### config.mk
export PLATFORM = sky130hd
export DESIGN_NAME = http_request_line_detector_flat
export DESIGN_NICKNAME = d
export VERILOG_FILES = /design/src/rtl/hrld_pkg.sv /design/src/rtl/hrld_req_if.sv /design/src/rtl/hrld_rsp_if.sv /design/src/rtl/http_request_line_detector.sv /design/src/rtl/hrld_in_reg.sv /design/src/rtl/hrld_eval.sv /design/src/flat_wrapper.sv
export SDC_FILE = /design/constraint.sdc
export NUM_CORES = 1
export LEC_CHECK = 0
export BUFFER_PORTS_ARGS = -buffer_cell sky130_fd_sc_hd__buf_2
export CORE_ASPECT_RATIO = 0.7
export CORE_MARGIN = 2
export CORE_UTILIZATION = 39
export DETAILED_ROUTE_END_ITERATION = 6
export SLEW_MARGIN = 20
export SYNTH_ARGS = -nofsm -noshare
export SYNTH_HDL_FRONTEND = slang
export SYNTH_SLANG_ARGS = --single-unit
### constraint.sdc
create_clock -name clock -period 3.95 [get_ports clock]
set_input_delay 0.79 -clock clock [delete_from_list [all_inputs] [get_ports clock]]
set_output_delay 0.79 -clock clock [all_outputs]
set_load 0.02 [all_outputs]
### src/rtl/hrld_pkg.sv
package hrld_pkg;

   localparam int unsigned METHOD_LIMIT_W = 8;
   localparam int unsigned PATH_LIMIT_W   = 16;
   localparam int unsigned CSR_DATA_W     = 16;
   localparam int unsigned CSR_INDEX_W    = 1;

   localparam logic [METHOD_LIMIT_W-1:0] METHOD_LIMIT_RST = 8'd32;
   localparam logic [PATH_LIMIT_W-1:0]   PATH_LIMIT_RST   = 16'd1024;

   // register indexes of the configuration port
   localparam logic [CSR_INDEX_W-1:0] CSR_METHOD_LIMIT = 1'd0;
   localparam logic [CSR_INDEX_W-1:0] CSR_PATH_LIMIT   = 1'd1;

   localparam logic [7:0] CHAR_SPACE = 8'h20;
   localparam logic [7:0] CHAR_A     = 8'h41;
   localparam logic [7:0] CHAR_Z     = 8'h5a;
   localparam logic [7:0] CHAR_H     = 8'h48;
   localparam logic [7:0] CHAR_T     = 8'h54;
   localparam logic [7:0] CHAR_P     = 8'h50;
   localparam logic [7:0] CHAR_SLASH = 8'h2f;
   localparam logic [7:0] CHAR_DOT   = 8'h2e;
   localparam logic [7:0] CHAR_ZERO  = 8'h30;
   localparam logic [7:0] CHAR_ONE   = 8'h31;
   localparam logic [7:0] CHAR_CR    = 8'h0d;
   localparam logic [7:0] CHAR_LF    = 8'h0a;

   typedef enum logic [1:0] {
      VERDICT_PENDING  = 2'd0,
      VERDICT_DETECTED = 2'd1,
      VERDICT_FAILED   = 2'd2
   } verdict_type;

   typedef struct packed {
      logic [7:0] data_byte;
      logic       start_req;
   } item_type;

endpackage

### src/rtl/hrld_req_if.sv
interface hrld_req_if;
   logic       valid;
   logic       ready;
   logic [7:0] data_byte;
   logic       start_req;

   modport source (output valid, output data_byte, output start_req, input ready);
   modport sink   (input valid, input data_byte, input start_req, output ready);
endinterface

### src/rtl/hrld_rsp_if.sv
interface hrld_rsp_if;
   logic       valid;
   logic       ready;
   logic [1:0] verdict;

   modport source (output valid, output verdict, input ready);
   modport sink   (input valid, input verdict, output ready);
endinterface

### src/rtl/http_request_line_detector.sv
// HTTP/1.x request line detector. Each transfer on req_ch carries one stream byte and
// a start flag (start_req=1 begins a new detection with this byte; after reset a
// detection is already open). For every byte exactly one verdict comes back on
// rsp_ch: 0 need more data, 1 request line detected, 2 failed; a settled verdict
// repeats until the next start. Throughput is one byte per clock with both sides
// ready; each byte passes through the input holding register and then the result
// register, with the byte compare and counter update between them. The
// method and path length limits are set through the csr_ port (index 0 method
// limit, reset 32; index 1 path limit, reset 1024) and should be written only
// while no byte is in flight.
module http_request_line_detector (
   input  logic                                clock,
   input  logic                                reset,
   hrld_req_if.sink                            req_ch,
   hrld_rsp_if.source                          rsp_ch,
   input  logic                                csr_wr_en,
   input  logic [hrld_pkg::CSR_INDEX_W-1:0]    csr_index,
   input  logic [hrld_pkg::CSR_DATA_W-1:0]     csr_wdata
);

   logic [hrld_pkg::METHOD_LIMIT_W-1:0] method_limit_ff;
   logic [hrld_pkg::PATH_LIMIT_W-1:0]   path_limit_ff;
   logic                                item_valid;
   hrld_pkg::item_type                  item;
   logic                                advance;
   logic                                fire;
   logic                                rsp_valid_ff, rsp_valid_in;
   hrld_pkg::verdict_type               verdict;

   always_ff @(posedge clock) begin
      if (reset) begin
         method_limit_ff <= hrld_pkg::METHOD_LIMIT_RST;
         path_limit_ff   <= hrld_pkg::PATH_LIMIT_RST;
      end else if (csr_wr_en) begin
         case (csr_index)
            hrld_pkg::CSR_METHOD_LIMIT:
               method_limit_ff <= csr_wdata[hrld_pkg::METHOD_LIMIT_W-1:0];
            hrld_pkg::CSR_PATH_LIMIT:
               path_limit_ff <= csr_wdata[hrld_pkg::PATH_LIMIT_W-1:0];
            default: ;
         endcase
      end
   end

   // result register takes a new verdict when empty or being drained
   assign advance = !rsp_valid_ff || rsp_ch.ready;
   assign fire    = item_valid && advance;

   hrld_in_reg u_in_reg (
      .clock      (clock),
      .reset      (reset),
      .req_ch     (req_ch),
      .take       (fire),
      .item_valid (item_valid),
      .item       (item)
   );

   hrld_eval u_eval (
      .clock        (clock),
      .reset        (reset),
      .fire         (fire),
      .item         (item),
      .method_limit (method_limit_ff),
      .path_limit   (path_limit_ff),
      .verdict      (verdict)
   );

   always_comb begin
      rsp_valid_in = rsp_valid_ff;
      if (fire) begin
         rsp_valid_in = 1'b1;
      end else if (rsp_ch.ready) begin
         rsp_valid_in = 1'b0;
      end
   end

   always_ff @(posedge clock) begin
      if (reset) begin
         rsp_valid_ff <= 1'b0;
      end else begin
         rsp_valid_ff <= rsp_valid_in;
      end
   end

   assign rsp_ch.valid   = rsp_valid_ff;
   assign rsp_ch.verdict = verdict;

endmodule

### src/rtl/hrld_in_reg.sv
module hrld_in_reg (
   input  logic                clock,
   input  logic                reset,
   hrld_req_if.sink            req_ch,
   input  logic                take,
   output logic                item_valid,
   output hrld_pkg::item_type  item
);

   logic               valid_ff;
   logic               valid_in;
   hrld_pkg::item_type item_ff;
   logic               load;

   // holding register frees up in the same cycle its item moves on
   assign req_ch.ready = !valid_ff || take;
   assign load         = req_ch.valid && req_ch.ready;

   always_comb begin
      valid_in = valid_ff;
      if (load) begin
         valid_in = 1'b1;
      end else if (take) begin
         valid_in = 1'b0;
      end
   end

   always_ff @(posedge clock) begin
      if (reset) begin
         valid_ff <= 1'b0;
      end else begin
         valid_ff <= valid_in;
      end
   end

   always_ff @(posedge clock) begin
      if (load) begin
         item_ff.data_byte <= req_ch.data_byte;
         item_ff.start_req <= req_ch.start_req;
      end
   end

   assign item_valid = valid_ff;
   assign item       = item_ff;

endmodule

### src/rtl/hrld_eval.sv
module hrld_eval (
   input  logic                                       clock,
   input  logic                                       reset,
   input  logic                                       fire,
   input  hrld_pkg::item_type                         item,
   input  logic [hrld_pkg::METHOD_LIMIT_W-1:0]        method_limit,
   input  logic [hrld_pkg::PATH_LIMIT_W-1:0]          path_limit,
   output hrld_pkg::verdict_type                      verdict
);

   typedef enum logic [3:0] {
      PH_METHOD = 4'd0,
      PH_PATH   = 4'd1,
      PH_H      = 4'd2,
      PH_HT     = 4'd3,
      PH_HTT    = 4'd4,
      PH_HTTP   = 4'd5,
      PH_SLASH  = 4'd6,
      PH_MAJOR  = 4'd7,
      PH_DOT    = 4'd8,
      PH_MINOR  = 4'd9,
      PH_EOL    = 4'd10
   } phase_type;

   phase_type                              phase_ff, phase_in, ph_cur;
   logic [hrld_pkg::METHOD_LIMIT_W-1:0]    method_count_ff, method_count_in, mc_cur;
   logic [hrld_pkg::PATH_LIMIT_W-1:0]      path_count_ff, path_count_in, pc_cur;
   hrld_pkg::verdict_type                  final_ff, final_in, fv_cur;
   hrld_pkg::verdict_type                  verdict_ff;
   logic [7:0]                             b;
   logic [7:0]                             lit;

   assign b = item.data_byte;

   always_comb begin
      // a start clears the detection before the byte is examined
      ph_cur = item.start_req ? PH_METHOD : phase_ff;
      mc_cur = item.start_req ? '0 : method_count_ff;
      pc_cur = item.start_req ? '0 : path_count_ff;
      fv_cur = item.start_req ? hrld_pkg::VERDICT_PENDING : final_ff;

      phase_in        = ph_cur;
      method_count_in = mc_cur;
      path_count_in   = pc_cur;
      final_in        = fv_cur;

      case (ph_cur)
         PH_H:     lit = hrld_pkg::CHAR_H;
         PH_HT:    lit = hrld_pkg::CHAR_T;
         PH_HTT:   lit = hrld_pkg::CHAR_T;
         PH_HTTP:  lit = hrld_pkg::CHAR_P;
         PH_SLASH: lit = hrld_pkg::CHAR_SLASH;
         PH_MAJOR: lit = hrld_pkg::CHAR_ONE;
         default:  lit = hrld_pkg::CHAR_DOT;
      endcase

      if (fv_cur == hrld_pkg::VERDICT_PENDING) begin
         case (ph_cur)
            PH_METHOD: begin
               if (b == hrld_pkg::CHAR_SPACE) begin
                  if (mc_cur == '0) begin
                     final_in = hrld_pkg::VERDICT_FAILED;
                  end else begin
                     phase_in = PH_PATH;
                  end
               end else if (b >= hrld_pkg::CHAR_A && b <= hrld_pkg::CHAR_Z) begin
                  if (mc_cur >= method_limit) begin
                     final_in = hrld_pkg::VERDICT_FAILED;
                  end else begin
                     method_count_in = mc_cur + 8'd1;
                  end
               end else begin
                  final_in = hrld_pkg::VERDICT_FAILED;
               end
            end
            PH_PATH: begin
               if (b == hrld_pkg::CHAR_SPACE) begin
                  phase_in = PH_H;
               end else if (pc_cur >= path_limit) begin
                  final_in = hrld_pkg::VERDICT_FAILED;
               end else begin
                  path_count_in = pc_cur + 16'd1;
               end
            end
            PH_H, PH_HT, PH_HTT, PH_HTTP, PH_SLASH, PH_MAJOR, PH_DOT: begin
               if (b != lit) begin
                  final_in = hrld_pkg::VERDICT_FAILED;
               end else begin
                  phase_in = phase_type'(ph_cur + 4'd1);
               end
            end
            PH_MINOR: begin
               if (b == hrld_pkg::CHAR_ZERO || b == hrld_pkg::CHAR_ONE) begin
                  phase_in = PH_EOL;
               end else begin
                  final_in = hrld_pkg::VERDICT_FAILED;
               end
            end
            PH_EOL: begin
               if (b == hrld_pkg::CHAR_CR || b == hrld_pkg::CHAR_LF) begin
                  final_in = hrld_pkg::VERDICT_DETECTED;
               end else begin
                  final_in = hrld_pkg::VERDICT_FAILED;
               end
            end
            default: begin
               final_in = hrld_pkg::VERDICT_FAILED;
            end
         endcase
      end
   end

   always_ff @(posedge clock) begin
      if (reset) begin
         phase_ff        <= PH_METHOD;
         method_count_ff <= '0;
         path_count_ff   <= '0;
         final_ff        <= hrld_pkg::VERDICT_PENDING;
      end else if (fire) begin
         phase_ff        <= phase_in;
         method_count_ff <= method_count_in;
         path_count_ff   <= path_count_in;
         final_ff        <= final_in;
      end
   end

   always_ff @(posedge clock) begin
      if (fire) begin
         verdict_ff <= final_in;
      end
   end

   assign verdict = verdict_ff;

   // a settled verdict holds until the next start
   a_sticky: assert property (@(posedge clock) disable iff (reset)
      fire && !item.start_req && final_ff != hrld_pkg::VERDICT_PENDING
      |=> final_ff == $past(final_ff))
      else $error("settled verdict changed without a start");

   a_method_frozen: assert property (@(posedge clock) disable iff (reset)
      fire && !item.start_req && phase_ff != PH_METHOD
      |=> method_count_ff == $past(method_count_ff))
      else $error("method count moved outside the method phase");

   a_detect_from_eol: assert property (@(posedge clock) disable iff (reset)
      fire && !item.start_req && final_ff == hrld_pkg::VERDICT_PENDING && phase_ff != PH_EOL
      |=> final_ff != hrld_pkg::VERDICT_DETECTED)
      else $error("detection reported before the line end");

endmodule

### src/flat_wrapper.sv
// flat-port wrapper written by rule: the top's interface ports become plain ports
module http_request_line_detector_flat 
  (clock, reset, csr_wr_en, csr_index, csr_wdata, req_ch_valid, req_ch_data_byte, req_ch_start_req, req_ch_ready, rsp_ch_valid, rsp_ch_verdict, rsp_ch_ready);
  hrld_req_if req_ch_i ();
  hrld_rsp_if rsp_ch_i ();
  input  logic clock;
  input  logic reset;
  input  logic csr_wr_en;
  input  logic [hrld_pkg::CSR_INDEX_W-1:0] csr_index;
  input  logic [hrld_pkg::CSR_DATA_W-1:0] csr_wdata;
  input wire logic [$bits(req_ch_i.valid)-1:0] req_ch_valid;
  input wire logic [$bits(req_ch_i.data_byte)-1:0] req_ch_data_byte;
  input wire logic [$bits(req_ch_i.start_req)-1:0] req_ch_start_req;
  output wire logic [$bits(req_ch_i.ready)-1:0] req_ch_ready;
  output wire logic [$bits(rsp_ch_i.valid)-1:0] rsp_ch_valid;
  output wire logic [$bits(rsp_ch_i.verdict)-1:0] rsp_ch_verdict;
  input wire logic [$bits(rsp_ch_i.ready)-1:0] rsp_ch_ready;
  assign req_ch_i.valid = req_ch_valid;
  assign req_ch_i.data_byte = req_ch_data_byte;
  assign req_ch_i.start_req = req_ch_start_req;
  assign req_ch_ready = req_ch_i.ready;
  assign rsp_ch_valid = rsp_ch_i.valid;
  assign rsp_ch_verdict = rsp_ch_i.verdict;
  assign rsp_ch_i.ready = rsp_ch_ready;
  http_request_line_detector u_core (.clock(clock), .reset(reset), .req_ch(req_ch_i), .rsp_ch(rsp_ch_i), .csr_wr_en(csr_wr_en), .csr_index(csr_index), .csr_wdata(csr_wdata));
endmodule
==> results.md <==
Detailed routing:
- After detailed routing, the number of remaining DRC violations is 0.
- The count of TritonRoute iterations in the first routing pass is 5.
- The overall via count from detail_route is 3,842.
- The post-detailed-routing wire length is 10,800 um.
- Dividing the detail-routed wire length by the instance count gives 15.97 um.
- In this run the remaining antenna-violating nets after routing total 0.
- The detailed router finished its first iteration with 318 violations.
- The detailed-route vias per instance is 5.683.

Global route:
- The via count of the first global-routing pass came to 3,627.
- For met2 alone, demand over resource in global routing was 0.2795.
- In this run the most used layer during global routing was met2.
- The initial antenna violation count was 0.
- The global-route wire length before repair is 17,810 um.
- The maximum number of pins on one net before global-route repair is 54.
- The global-route met3 utilization is 0.05186.
- The fraction of met1 tracks used by global routing is 0.2719.
- The sum of overflow across all layers after global routing is 0.
- The overall routing resource usage is 0.1896.

Timing:
- Of the available clock period, the critical path in the final layout requires 0.7905.
- The measured slew at the worst slew-check pin is 0.6609 ns.
- The worst path meets setup with 0.8276 ns of slack.
- Setup repair after global routing left no endpoint under its margin.
- The accumulated negative setup slack is 0 ns.
- Timing would allow up to 320.3 MHz.
- The final setup skew is 0.008845 ns.
- The worst-case hold slack is 0.4558 ns.
- Setup violations remaining at the end of the flow were counted as 0.
- The number of slew-limit violations in the final report was 0.
- The number of hold violations in the final report came to 0.
- The worst relative slew slack is 0.5560.
- The routed design could run at a clock period as short as 3.122 ns.

Place:
- The pre-CTS setup slack is 0.8750 ns.
- The final RePlAce weighted congestion is 0.9277.
- After legalization and detailed placement, the total HPWL measured 7755 um.
- Once placement finished, the instance area stood at 4482 um2.
- The count of buffers added on input and output ports is 34.

Critical path:
- The maximum net fanout on the critical path is 30.
- For the worst setup path, the data required time is 4.23 ns.
- The worst setup path is captured at a register.
- The launching element type of the critical path is a register.
- STA puts the critical path data arrival time at 3.40 ns.
- By startpoint and endpoint, the worst setup path is classified as reg -> reg.

Cells and area:
- The design area is 4765 um2.
- Compared with the post-synthesis result, the final layout area differs by 12.30%.
- The number of antenna repair diodes is 0.
- The proportion of layout cells with a drive suffix above 1 is 0.1176.
- At the end of the flow, the number of nets in the layout was 597.

Yosys:
- Of the post-synthesis cell area, the dominant cell type holds 0.2642.
- The average cell area after synthesis is 8.144 um2.
- After synthesis, the share of flip-flops with an asynchronous set or reset is 0.
- Yosys instantiated no cell more often than nand2_1.
- The count of different cell masters after synthesis is 64.
- Ranked by total cell area, the synthesized netlist is headed by dfxtp_1 26%, edfxtp_1 7.8%, ha_1 7.7%, nand2_1 6.7%, a21oi_1 6.1%.
- The number of synthesized register bits is 67.
- Counting every instance in the synthesized netlist gives 521.
- The number of flops mapped to enable cells by yosys is 11.
- The Yosys step of the flow raised 0 warnings.
- Summing every instance area after synthesis gives 4243 um2.
- The sequential share of the synthesized area is 0.3421.
- Synthesis produced a netlist with a net count of 578.
- The largest total area in the synthesized netlist belongs to dfxtp_1.
- The predominant post-synthesis flop cell is dfxtp_1.
- In the synthesized netlist, the cells that appear most often are 76 x nand2_1, 56 x dfxtp_1, 52 x a21oi_1, 32 x nor2b_1, 31 x inv_1.

Floorplanning:
- The floorplan step defined a die boundary enclosing 11,740 um2.
- The row count is 31.
- The starting density of the core is 0.4051.
- The placeable core area is 10,470 um2.
- The die boundary width is 128.7 um.
- The die is 91.27 um tall.
- Pin placement for this block handled 35 I/O pins.

Clock network:
- The clock passes through at most 2 buffers.
- The number of buffers added by the clock tree synthesis step is 9.
- After clock tree synthesis, the repair step resized 0 gates.
- The insertion delay to the later sink of the worst-skew pair is 0.34 ns.
- The register clock-pin slew on the reported worst setup and hold paths is 0.06 ns.
- The buffer count from post-CTS setup fixing is 0.
- Hold repair after CTS inserted 0 buffers.
- The cell sitting at the root of the clock tree is a clkbuf_16.
- The sink count of the clock tree is 67.
- The clock tree from TritonCTS is done.
- The H-tree depth reported by CTS is 3.

Power:
- In this run the power density over the cells is 342.4 nW/um2.
- The peak supply drop is 0.0001758 V.
- The total leakage power is 1.736 nW.
- Overall power consumption after layout is estimated at 0.001631 W.

Status:
- The flow ran to the end, and the final reports show no timing, DRC or antenna violations.

Worst hold path:
- In this run the worst hold path is classified as reg -> reg.

Flow run:
- The number of max-cap violations is 0.
## area by class of cell
type | instances | area (um2)
Inverter | 32 | 120.1
Clock buffer | 13 | 270.3
Timing Repair Buffer | 37 | 192.7
Multi-Input combinational cell | 393 | 2555
Tap cell | 132 | 165.2
Sequential cell | 67 | 1451
Fill cell | 1051 | 5708
Clock inverter | 2 | 10.01
## stage by stage
step	std cells	util
floorplan	521	-
global placement	661	0.4280
detailed placement	661	0.4280
CTS	676	0.4547
global route	676	0.4550
finish	676	0.4550
## cell families (layout without fill, tap and decap cells)
family                     after synthesis  count (layout)  share of synthesized area
muxes                                    4               4                   0.009437
AOI/OAI and AO/OA                      143             143                     0.2459
adders and majority gates               26              26                    0.07667
buffers and inverters                   61              84                    0.05633
and+or+nand+nor                        214             214                     0.2572
DFF                                     67              67                     0.3421
xor gates and xnor gates                 6               6                    0.01239
## final timing paths
| check | slack, ns | startpoint | to | cells past startpoint |
|---|---|---|---|---|
| max | 0.83 | u_core.u_in_reg.item[0] | u_core.u_eval.method_count_ff[3] | 9 |
| min | 0.46 | u_core.path_limit_ff[3] | u_core.path_limit_ff[3] | 2 |
| max reg2reg | 0.83 | u_core.u_in_reg.item[0] | u_core.u_eval.method_count_ff[3] | 9 |
| min reg2reg | 0.46 | u_core.path_limit_ff[3] | u_core.path_limit_ff[3] | 2 |
## metal layers
metal | wire length [um] | up-vias
met4 | 138 | 0
met3 | 619 | 17
met1 | 5358 | 1775
li1 | - | 1942
met2 | 4680 | 108
met5 | 0 | -
## worst max-delay path: stages (launching register included)
cell      delay (ns)
edfxtp_1        0.69
buf_4           0.40
nand2b_1        0.21
ha_1            0.25
nor2b_1         0.11
o21ai_0         0.12
a221oi_2        0.42
nand4_1         0.33
a2111o_1        0.46
nand2_1         0.06
## where the power goes
group,switching (W),internal [W]
Combinational,0.0000849,0.0000473
Sequential,0.0000190,0.000715
Clock,0.000294,0.000471
## cell usage in the layout, fill, tap and decap left out, types with 4 or more instances in the layout
master	count
inv_1	31
a21o_1	5
o211ai_1	10
buf_2	34
o21ai_0	13
or4_1	4
nand3_1	16
xnor2_1	5
nor2b_1	32
or3_1	4
nand2b_1	9
edfxtp_1	11
o311ai_0	8
nand4_1	8
mux2i_1	4
a21oi_1	52
nor3_1	13
a2111o_1	9
dfxtp_1	56
o2111ai_1	6
ha_1	26
and3_1	5
a211oi_1	6
clkbuf_16	9
nor2_1	25
nand2_1	75
## registers in the layout (all words and copies together) (netlist names)
signal                         count
u_core.method_limit_ff             8
u_core.path_limit_ff              16
u_core.rsp_ch.valid                1
u_core.u_eval.final_ff             2
u_core.u_eval.method_count_ff      8
u_core.u_eval.path_count_ff       16
u_core.u_eval.phase_ff             4
u_core.u_eval.verdict              2
u_core.u_in_reg.item               9
u_core.u_in_reg.item_valid         1
Power figures use the tool's default switching activity.
